$ cat src/hw/rtl/analog_clock_sync_controller_defines.svh
// ============================================================================
// analog_clock_sync_controller_defines.svh
// Assertion macros shared by the clock sync controller RTL.
// ============================================================================
`ifndef ANALOG_CLOCK_SYNC_CONTROLLER_DEFINES_SVH
`define ANALOG_CLOCK_SYNC_CONTROLLER_DEFINES_SVH

// Same-cycle implication, sampled on clk, off while rst_n is low
`define ACSC_ASSERT_NOW(label, ante, cons, msg) \
    label: assert property (@(posedge clk) disable iff (!rst_n) (ante) |-> (cons)) \
        else $error(msg);

// Next-cycle implication, sampled on clk, off while rst_n is low
`define ACSC_ASSERT_NEXT(label, ante, cons, msg) \
    label: assert property (@(posedge clk) disable iff (!rst_n) (ante) |=> (cons)) \
        else $error(msg);

`endif

$ cat src/hw/rtl/acsc_pkg.sv
// ============================================================================
// acsc_pkg
// Types and constants of the analog clock sync controller.
// ============================================================================
package acsc_pkg;

    // Item kinds
    localparam logic [2:0] KIND_MSG     = 3'd0;
    localparam logic [2:0] KIND_TICK    = 3'd1;
    localparam logic [2:0] KIND_WDOG    = 3'd2;
    localparam logic [2:0] KIND_SYNC    = 3'd3;
    localparam logic [2:0] KIND_RESTORE = 3'd4;

    // Bus commands
    localparam logic [7:0] OP_START     = 8'h02;
    localparam logic [7:0] OP_STOP      = 8'h04;
    localparam logic [7:0] OP_SET_CLOCK = 8'h06;
    localparam logic [7:0] OP_SET_NET   = 8'h08;

    // Step actions
    localparam logic [1:0] ACT_NONE    = 2'd0;
    localparam logic [1:0] ACT_PULSE   = 2'd1;
    localparam logic [1:0] ACT_ADVANCE = 2'd2;

    localparam logic [7:0] CSUM_SEED      = 8'hCC;
    localparam logic [7:0] PIN_COIL0      = 8'd3;
    localparam logic [7:0] PIN_COIL1      = 8'd4;
    localparam logic [7:0] LAST_SEC_INIT  = 8'd255;
    localparam logic [7:0] SEC_PER_MIN    = 8'd60;
    localparam logic [7:0] MIN_PER_HOUR   = 8'd60;
    localparam logic [7:0] HOURS_PER_DIAL = 8'd12;
    localparam logic [2:0] MSG_LEN_MAX    = 3'd5;

    // Seconds arithmetic: 255 h * 3600 fits in 20 bits, signed diff in 22
    localparam int SECS_W = 20;
    localparam int DIFF_W = 22;
    localparam logic [SECS_W-1:0] SECS_PER_HOUR = 20'd3600;
    localparam logic [SECS_W-1:0] SECS_PER_MIN  = 20'd60;
    localparam logic signed [DIFF_W-1:0] HALF_DAY   = 22'sd43200;
    localparam logic signed [DIFF_W-1:0] NEAR_AHEAD = 22'sd300;

    typedef struct packed {
        logic [7:0] hours;
        logic [7:0] minutes;
        logic [7:0] seconds;
    } acsc_time_t;

    typedef struct packed {
        logic [2:0]      kind;
        logic [2:0]      msg_len;
        logic [4:0][7:0] bytes;
    } acsc_item_t;

    // Message bytes 1..3 are the only buffered bytes a command reads back
    typedef struct packed {
        acsc_time_t      clk_time;
        acsc_time_t      net_time;
        logic            run;
        logic            next_coil;
        logic [7:0]      last_net_sec;
        logic [2:0][7:0] msg_buf;
    } acsc_state_t;

    typedef struct packed {
        logic [1:0] action;
        logic       coil;
        acsc_time_t clk_time;
        logic       running;
        logic       save_request;
        logic [7:0] save_checksum;
        logic       accepted;
    } acsc_result_t;

    localparam acsc_state_t STATE_INIT = '{
        clk_time:     '0,
        net_time:     '0,
        run:          1'b0,
        next_coil:    1'b0,
        last_net_sec: LAST_SEC_INIT,
        msg_buf:      '0
    };

endpackage

$ cat src/hw/rtl/acsc_step.sv
// ============================================================================
// acsc_step
// Single-pass next-state and result logic for one registered item.
// ============================================================================
module acsc_step
(
    input  acsc_pkg::acsc_item_t   item,
    input  acsc_pkg::acsc_state_t  cur,
    output acsc_pkg::acsc_state_t  nxt,
    output acsc_pkg::acsc_result_t res
);

    logic [7:0]                           msg_sum;
    logic [7:0]                           msg_chk;
    logic                                 msg_len_ok;
    logic                                 msg_ok;
    logic [7:0]                           rst_sum;
    logic [7:0]                           stop_sum;
    logic [acsc_pkg::SECS_W-1:0]          clk_secs;
    logic [acsc_pkg::SECS_W-1:0]          net_secs;
    logic signed [acsc_pkg::DIFF_W-1:0]   diff;
    logic signed [acsc_pkg::DIFF_W-1:0]   diff_adj;
    acsc_pkg::acsc_time_t                 msg_time;

    // Advance a 12-hour time by one second; a field at 255 wraps without carry
    function automatic acsc_pkg::acsc_time_t time_inc(input acsc_pkg::acsc_time_t t);
        acsc_pkg::acsc_time_t r;
        r = t;
        r.seconds = t.seconds + 8'd1;
        if (r.seconds >= acsc_pkg::SEC_PER_MIN)
        begin
            r.seconds = 8'd0;
            r.minutes = t.minutes + 8'd1;
            if (r.minutes >= acsc_pkg::MIN_PER_HOUR)
            begin
                r.minutes = 8'd0;
                r.hours   = t.hours + 8'd1;
                if (r.hours >= acsc_pkg::HOURS_PER_DIAL)
                begin
                    r.hours = 8'd0;
                end
            end
        end
        return r;
    endfunction

    function automatic logic [acsc_pkg::SECS_W-1:0] secs_of(input acsc_pkg::acsc_time_t t);
        return acsc_pkg::SECS_W'(t.hours) * acsc_pkg::SECS_PER_HOUR
             + acsc_pkg::SECS_W'(t.minutes) * acsc_pkg::SECS_PER_MIN
             + acsc_pkg::SECS_W'(t.seconds);
    endfunction

    // Signed distance clock minus network, folded into the half day once
    assign clk_secs = secs_of(cur.clk_time);
    assign net_secs = secs_of(cur.net_time);
    assign diff     = $signed({2'b00, clk_secs}) - $signed({2'b00, net_secs});
    assign diff_adj = (diff < 0) ? diff + acsc_pkg::HALF_DAY : diff;

    // Snapshot the persisted state for a stop
    assign stop_sum = acsc_pkg::CSUM_SEED ^ cur.clk_time.hours ^ cur.clk_time.minutes
                    ^ cur.clk_time.seconds
                    ^ (cur.next_coil ? acsc_pkg::PIN_COIL1 : acsc_pkg::PIN_COIL0);

    assign rst_sum = acsc_pkg::CSUM_SEED ^ item.bytes[0] ^ item.bytes[1]
                   ^ item.bytes[2] ^ item.bytes[3];

    // Check the message: CSUM_SEED XOR all bytes but the last, against the last
    assign msg_len_ok = (item.msg_len != 3'd0) && (item.msg_len <= acsc_pkg::MSG_LEN_MAX);

    always_comb
    begin
        case (item.msg_len)
            3'd2:
            begin
                msg_sum = acsc_pkg::CSUM_SEED ^ item.bytes[0];
                msg_chk = item.bytes[1];
            end
            3'd3:
            begin
                msg_sum = acsc_pkg::CSUM_SEED ^ item.bytes[0] ^ item.bytes[1];
                msg_chk = item.bytes[2];
            end
            3'd4:
            begin
                msg_sum = acsc_pkg::CSUM_SEED ^ item.bytes[0] ^ item.bytes[1]
                        ^ item.bytes[2];
                msg_chk = item.bytes[3];
            end
            3'd5:
            begin
                msg_sum = rst_sum;
                msg_chk = item.bytes[4];
            end
            default:
            begin
                msg_sum = acsc_pkg::CSUM_SEED;
                msg_chk = item.bytes[0];
            end
        endcase
    end

    assign msg_ok = msg_len_ok && (msg_sum == msg_chk);

    // Update state and build the result
    always_comb
    begin
        nxt                = cur;
        res.action         = acsc_pkg::ACT_NONE;
        res.save_request   = 1'b0;
        res.save_checksum  = 8'd0;
        res.accepted       = 1'b0;
        msg_time           = '0;

        case (item.kind)
            acsc_pkg::KIND_MSG:
            begin
                if (msg_len_ok)
                begin
                    // Overwrite only the bytes carried by this message
                    if (item.msg_len > 3'd1) nxt.msg_buf[0] = item.bytes[1];
                    if (item.msg_len > 3'd2) nxt.msg_buf[1] = item.bytes[2];
                    if (item.msg_len > 3'd3) nxt.msg_buf[2] = item.bytes[3];
                end
                msg_time.hours   = nxt.msg_buf[0];
                msg_time.minutes = nxt.msg_buf[1];
                msg_time.seconds = nxt.msg_buf[2];
                if (msg_ok)
                begin
                    res.accepted = 1'b1;
                    case (item.bytes[0])
                        acsc_pkg::OP_START:
                        begin
                            nxt.run          = 1'b1;
                            nxt.last_net_sec = acsc_pkg::LAST_SEC_INIT;
                        end
                        acsc_pkg::OP_STOP:
                        begin
                            nxt.run           = 1'b0;
                            res.save_request  = 1'b1;
                            res.save_checksum = stop_sum;
                        end
                        acsc_pkg::OP_SET_CLOCK:
                        begin
                            nxt.clk_time = msg_time;
                            nxt.net_time = msg_time;
                        end
                        acsc_pkg::OP_SET_NET:
                        begin
                            nxt.net_time = msg_time;
                        end
                        default:
                        begin
                            nxt.run = cur.run;
                        end
                    endcase
                end
            end
            acsc_pkg::KIND_TICK:
            begin
                if (cur.run)
                begin
                    nxt.net_time = time_inc(cur.net_time);
                end
            end
            acsc_pkg::KIND_WDOG:
            begin
                // Stop when network seconds stalled since the last check
                if (cur.run && (cur.last_net_sec == cur.net_time.seconds))
                begin
                    nxt.run           = 1'b0;
                    res.save_request  = 1'b1;
                    res.save_checksum = stop_sum;
                end
                nxt.last_net_sec = cur.net_time.seconds;
            end
            acsc_pkg::KIND_SYNC:
            begin
                if (cur.run && (diff != 0))
                begin
                    if (diff_adj <= acsc_pkg::NEAR_AHEAD)
                    begin
                        res.action = acsc_pkg::ACT_PULSE;
                    end
                    else
                    begin
                        res.action    = acsc_pkg::ACT_ADVANCE;
                        nxt.clk_time  = time_inc(cur.clk_time);
                        nxt.next_coil = ~cur.next_coil;
                    end
                end
            end
            acsc_pkg::KIND_RESTORE:
            begin
                if (rst_sum == item.bytes[4])
                begin
                    res.accepted          = 1'b1;
                    nxt.clk_time.hours    = item.bytes[0];
                    nxt.clk_time.minutes  = item.bytes[1];
                    nxt.clk_time.seconds  = item.bytes[2];
                    nxt.net_time          = nxt.clk_time;
                    nxt.next_coil         = (item.bytes[3] == acsc_pkg::PIN_COIL1);
                end
                else
                begin
                    nxt.clk_time  = '0;
                    nxt.net_time  = '0;
                    nxt.next_coil = 1'b0;
                end
            end
            default:
            begin
                nxt = cur;
            end
        endcase

        res.coil     = (item.kind == acsc_pkg::KIND_RESTORE) ? nxt.next_coil : cur.next_coil;
        res.clk_time = nxt.clk_time;
        res.running  = nxt.run;
    end

endmodule

$ cat src/hw/rtl/analog_clock_sync_controller.sv
// ============================================================================
// analog_clock_sync_controller
// Keeps a two-coil analog movement in step with a 1 Hz network time.
// ============================================================================
// Usage:
//   Input channel (in_valid/in_ready) carries one event: a bus message, a
//   second tick, a watchdog check, a sync step or a saved-record restore.
//   Output channel (out_valid/out_ready) returns exactly one status item per
//   event: coil action, coil, clock time, run flag, save request and
//   checksum, and whether a message or record passed its checksum.
//   Path: a transferred event sits in the input register, is evaluated in
//   a single combinational pass against the state registers and lands in
//   the output register once that register is free or being emptied.
//   Throughput: one event per cycle while out_ready is high; the state
//   update for an event is done in the same cycle it moves to the output
//   register, so the next event sees it at once.
//   Reset: both times 00:00:00, clock stopped, first coil next, watchdog
//   reference at 255, message buffer cleared, both stages empty.
//   Stall: while out_ready is low the output register holds; one more event
//   may wait in the input register, then in_ready drops.
// ============================================================================
`include "analog_clock_sync_controller_defines.svh"

module analog_clock_sync_controller
(
    input  logic       clk,
    input  logic       rst_n,
    input  logic       in_valid,
    output logic       in_ready,
    input  logic [2:0] kind,
    input  logic [2:0] msg_len,
    input  logic [7:0] byte0,
    input  logic [7:0] byte1,
    input  logic [7:0] byte2,
    input  logic [7:0] byte3,
    input  logic [7:0] byte4,
    output logic       out_valid,
    input  logic       out_ready,
    output logic [1:0] action,
    output logic       coil,
    output logic [7:0] clock_hours,
    output logic [7:0] clock_minutes,
    output logic [7:0] clock_seconds,
    output logic       running,
    output logic       save_request,
    output logic [7:0] save_checksum,
    output logic       message_accepted
);

    logic                   s1_valid_reg;
    logic                   s1_valid_next;
    acsc_pkg::acsc_item_t   s1_item_reg;
    acsc_pkg::acsc_item_t   in_item;
    logic                   out_valid_reg;
    logic                   out_valid_next;
    acsc_pkg::acsc_result_t res_reg;
    acsc_pkg::acsc_result_t step_res;
    acsc_pkg::acsc_state_t  state_reg;
    acsc_pkg::acsc_state_t  state_next;
    acsc_pkg::acsc_state_t  step_state;
    logic                   in_fire;
    logic                   s1_go;
    logic                   s1_fire;

    // Pack the input fields
    always_comb
    begin
        in_item.kind     = kind;
        in_item.msg_len  = msg_len;
        in_item.bytes[0] = byte0;
        in_item.bytes[1] = byte1;
        in_item.bytes[2] = byte2;
        in_item.bytes[3] = byte3;
        in_item.bytes[4] = byte4;
    end

    // Handshake: the input stage moves on whenever the output register frees
    assign s1_go    = !out_valid_reg || out_ready;
    assign s1_fire  = s1_valid_reg && s1_go;
    assign in_ready = !s1_valid_reg || s1_go;
    assign in_fire  = in_valid && in_ready;

    acsc_step u_step
    (
        .item (s1_item_reg),
        .cur  (state_reg),
        .nxt  (step_state),
        .res  (step_res)
    );

    // Compute next control and state values
    always_comb
    begin
        s1_valid_next  = in_fire ? 1'b1 : (s1_fire ? 1'b0 : s1_valid_reg);
        out_valid_next = s1_fire ? 1'b1 : (out_ready ? 1'b0 : out_valid_reg);
        state_next     = s1_fire ? step_state : state_reg;
    end

    // Hold control and block state
    always_ff @(posedge clk or negedge rst_n)
    begin
        if (!rst_n)
        begin
            s1_valid_reg  <= 1'b0;
            out_valid_reg <= 1'b0;
            state_reg     <= acsc_pkg::STATE_INIT;
        end
        else
        begin
            s1_valid_reg  <= s1_valid_next;
            out_valid_reg <= out_valid_next;
            state_reg     <= state_next;
        end
    end

    // Capture payloads
    always_ff @(posedge clk)
    begin
        if (in_fire)
        begin
            s1_item_reg <= in_item;
        end
        if (s1_fire)
        begin
            res_reg <= step_res;
        end
    end

    // Drive the result ports
    assign out_valid        = out_valid_reg;
    assign action           = res_reg.action;
    assign coil             = res_reg.coil;
    assign clock_hours      = res_reg.clk_time.hours;
    assign clock_minutes    = res_reg.clk_time.minutes;
    assign clock_seconds    = res_reg.clk_time.seconds;
    assign running          = res_reg.running;
    assign save_request     = res_reg.save_request;
    assign save_checksum    = res_reg.save_checksum;
    assign message_accepted = res_reg.accepted;

    // A stop always leaves the clock stopped
    `ACSC_ASSERT_NOW(a_stop_clears_run,
        s1_fire && step_res.save_request,
        !step_state.run,
        "save request with clock still running")

    // Coil actions only happen while running
    `ACSC_ASSERT_NOW(a_action_needs_run,
        s1_fire && (step_res.action != acsc_pkg::ACT_NONE),
        state_reg.run && (s1_item_reg.kind == acsc_pkg::KIND_SYNC),
        "coil action outside a running sync step")

    // An advancing step flips the coil for the next one
    `ACSC_ASSERT_NEXT(a_advance_flips_coil,
        s1_fire && (step_res.action == acsc_pkg::ACT_ADVANCE),
        state_reg.next_coil != $past(state_reg.next_coil),
        "advance did not alternate coils")

    // State changes only when an item leaves the input stage
    `ACSC_ASSERT_NEXT(a_state_holds,
        !s1_fire,
        $stable(state_reg),
        "state changed without an item")

endmodule
$ cat config.mk
export PLATFORM = sky130hd
export DESIGN_NAME = analog_clock_sync_controller
export DESIGN_NICKNAME = d
export VERILOG_FILES = /design/src/hw/rtl/acsc_pkg.sv /design/src/hw/rtl/acsc_step.sv /design/src/hw/rtl/analog_clock_sync_controller.sv
export VERILOG_INCLUDE_DIRS = /design/src /design/src/hw/rtl
export SDC_FILE = /design/constraint.sdc
export NUM_CORES = 1
export LEC_CHECK = 0
export BUFFER_PORTS_ARGS = -buffer_cell sky130_fd_sc_hd__buf_2
export CAP_MARGIN = 5
export CORE_ASPECT_RATIO = 0.5
export CORE_MARGIN = 2
export CORE_UTILIZATION = 50
export DETAILED_ROUTE_END_ITERATION = 8
export PLACE_DENSITY = 0.67
export SLEW_MARGIN = 40
export SYNTH_ARGS = -nofsm -noshare
export SYNTH_HDL_FRONTEND = slang
export SYNTH_SLANG_ARGS = --single-unit
$ cat constraint.sdc
create_clock -name clk -period 13.8 [get_ports clk]
set_clock_uncertainty 0.1 [all_clocks]
set_input_delay 2.07 -clock clk [delete_from_list [all_inputs] [get_ports clk]]
set_output_delay 2.07 -clock clk [all_outputs]
set_load 0.005 [all_outputs]
==> results.yml <==
worst_setup_path:
  ff2ff_path_depth: 32
  arrival_ns: 9.39
  critical_path_class: "flop to flop"
  crit_slowest_cell: "o41ai_1"
  cp_slowest_stage_delay_ns: 0.64
  cp.required_ns: 13.90
  critical_path.max_fanout: 14
  cp-start-kind: "flop"
  worst_setup_path_end_kind: "flop"
floorplanning:
  coreArea_um2: 32990
  io_pins: 90
  num_rows: 47
  dieArea_um2: 35060
  start_util_pct: 50.76
  die_w_um: 262.8
  die_height_um: 133.4
global_routing:
  grt_overflow_total: 0
  track_usage_pct: 27.20
  antenna_found_initial: 0
  grt_max_degree: 62
  grt_pass1_wl_um: 74260
  grt_pass1_vias: 13201
synthesis:
  synth_top_area_share_pct: 15.06
  yosysMostFrequentCell: "ha_1"
  yosys.area.top_type: "edfxtp_1"
  synth_nets: 2122
  synth-edff-count: 84
  ys_ff_latch: 168
  synthCells: 1826
  synthTopCellsByArea: "edfxtp_1 (15%), ha_1 (14%), dfrtp_1 (11%)"
  synth_cell_types: 97
  synth_area_um2: 16740
  seq_area_frac_synth_pct: 27.68
  avgSynthCellArea_um2: 9.170
  synthFlopType: "edfxtp_1"
  ys_warn_count: 0
  synthTopCellsByCount: "ha_1 (194), nand2_1 (152), inv_1 (139), a21oi_1 (120), nor2_1 (113)"
  async_flop_share_pct: 50.00
cells_and_area:
  diodes: 0
  fillCellCount: 2990
  largest_register_ff_count: 82
  layout.cells.non_filler: 2316
  nNetsFinal: 2158
  drive_above_1_share_pct: 11.84
  area_delta_synth_final_pct: 8.257
clock_network:
  cts_max_path_buffers: 2
  cts_htree_levels: 4
  cts_resized: 0
  cts_setup_buffers: 0
  clkLatencyLatePin_ns: 0.45
  cts_root_buffer: "clkbuf_16"
  clk_pin_slew_ns: 0.07
  cts.sinks: 168
  cts-buffers-inserted: 17
  hold_buffers: 0
  cts_tree: "done"
run:
  maxCapViolations: 0
timing:
  setup_tns_ns: 0
  setup_violations: 0
  slew-limit-headroom_pct: 42.46
  fin_crit_ns: 9.299
  drv_slew: 0
  fin_crit_sh_pct: 67.38
  fmax_ghz: 0.1075
  rsz0062_at_grt: "no"
  worstMarginPinSlew_ns: 0.8606
  hold_viol_final: 0
detailed_routing:
  routed_wl_um: 47510
  drc: 0
  firstDrtPassIters: 6
  wl_per_cell_um: 20.51
  ant_nets: 0
  viasPerCell: 6.052
  top_layer: "met4"
  drt-initial-drc-count: 1293
  met2_length_um: 20850
  wl_met1_um: 22020
  vias: 14016
  wl_met3_um: 3523
min_path:
  holdPathStages: 2
  hold_class: "flop to flop"
placement:
  hpwl_um: 36540
  numPortBuffers: 89
  dp_cells: 2283
  gp_congestion: 0.9618
power:
  p_per_area_nw_per_um2: 271.5
  peakVddDrop_v: 0.0003605
  p_leak_nw: 8.238
status:
  outcome: "finished, final reports clean"
-- critical path, delay by kind of cell, from the launching register on --
| kind | cells | cell delay (ns) |
|---|---|---|
| AO/OA/AOI/OAI | 13 | 3.41 |
| XOR/XNOR | 1 | 0.21 |
| adder cells (fa/ha/maj) | 6 | 2.80 |
| buffers and inverters | 4 | 0.21 |
| flip-flops | 1 | 0.54 |
| AND/OR/NAND/NOR | 8 | 1.77 |
-- per-stage QoR --
step	util (%)	worst slack (ns)	hold slack, ns	area, um^2	total power, mW
floorplan	-	5.725	0.3492	16740	3.637
global placement	52.98	4.834	0.3613	17480	4.325
detailed placement	53.09	4.571	0.3698	17510	4.358
CTS	54.86	4.524	0.3859	18100	4.858
global route	54.95	3.714	0.4158	18130	5.387
finish	54.95	4.501	0.3827	18130	4.922
-- layer usage --
metal | track usage (%) | up-vias
met5 | 0 | -
met4 | 7.216 | 0
met3 | 4.880 | 75
met2 | 42.75 | 526
met1 | 38.80 | 6753
li1 | - | 6662
-- cell usage in the layout (no fill, tap or decap), drive strengths merged, types with 21 or more instances in the layout --
cell type,instances
o21ai,119
xnor2,105
nor2,114
a21o,23
mux2i,44
nor3,29
mux2,39
buf,105
fa,52
ha,194
o211ai,24
a21oi,122
xor2,34
edfxtp,84
inv,147
dfrtp,76
nand3,45
nand2b,21
nand2,152
nand4,22
-- power breakdown --
group          internal, mW  switching [mW]  total, mW
registers             0.602          0.0989      0.700
clock network         0.258           0.229      0.487
logic                  1.42            2.32       3.73
-- kinds of logic after synthesis --
| logic type | count (synthesis) | share of synthesized area (%) |
|---|---|---|
| muxes | 83 | 5.275 |
| adders and majority gates | 247 | 20.77 |
| xor gates and xnor gates | 146 | 8.219 |
| AOI/OAI and AO/OA | 480 | 18.89 |
| DFF | 168 | 27.68 |
| buffers and inverters | 228 | 5.492 |
| and+or+nand+nor | 474 | 13.67 |
-- worst paths after layout --
check	start	endpoint	slack [ns]
worst min-delay path	state_reg[6]$_DFFE_PN0P_	state_reg[6]$_DFFE_PN0P_	0.38
min in group asynchronous	rst_n	state_reg[36]$_DFFE_PN0P_	1.42
worst max-delay path	state_reg[66]$_DFFE_PN0P_	clock_seconds[2]$_DFFE_PP_	4.50
max in group asynchronous	rst_n	state_reg[80]$_DFFE_PN0P_	11.23
worst min register to register	state_reg[6]$_DFFE_PN0P_	state_reg[6]$_DFFE_PN0P_	0.38
worst max register to register	state_reg[66]$_DFFE_PN0P_	clock_seconds[2]$_DFFE_PP_	4.50
-- layout make-up --
type | instances | area, um^2 | share of cell area (%)
Timing Repair Buffer | 105 | 591.8 | 3.265
Clock inverter | 12 | 105.1 | 0.5798
Multi-Input combinational cell | 1430 | 11240 | 62.00
Tap cell | 441 | 551.8 | 3.044
Inverter | 140 | 525.5 | 2.899
Clock buffer | 20 | 479.2 | 2.644
Sequential cell | 168 | 4634 | 25.57
Power figures use the tool's default switching activity.
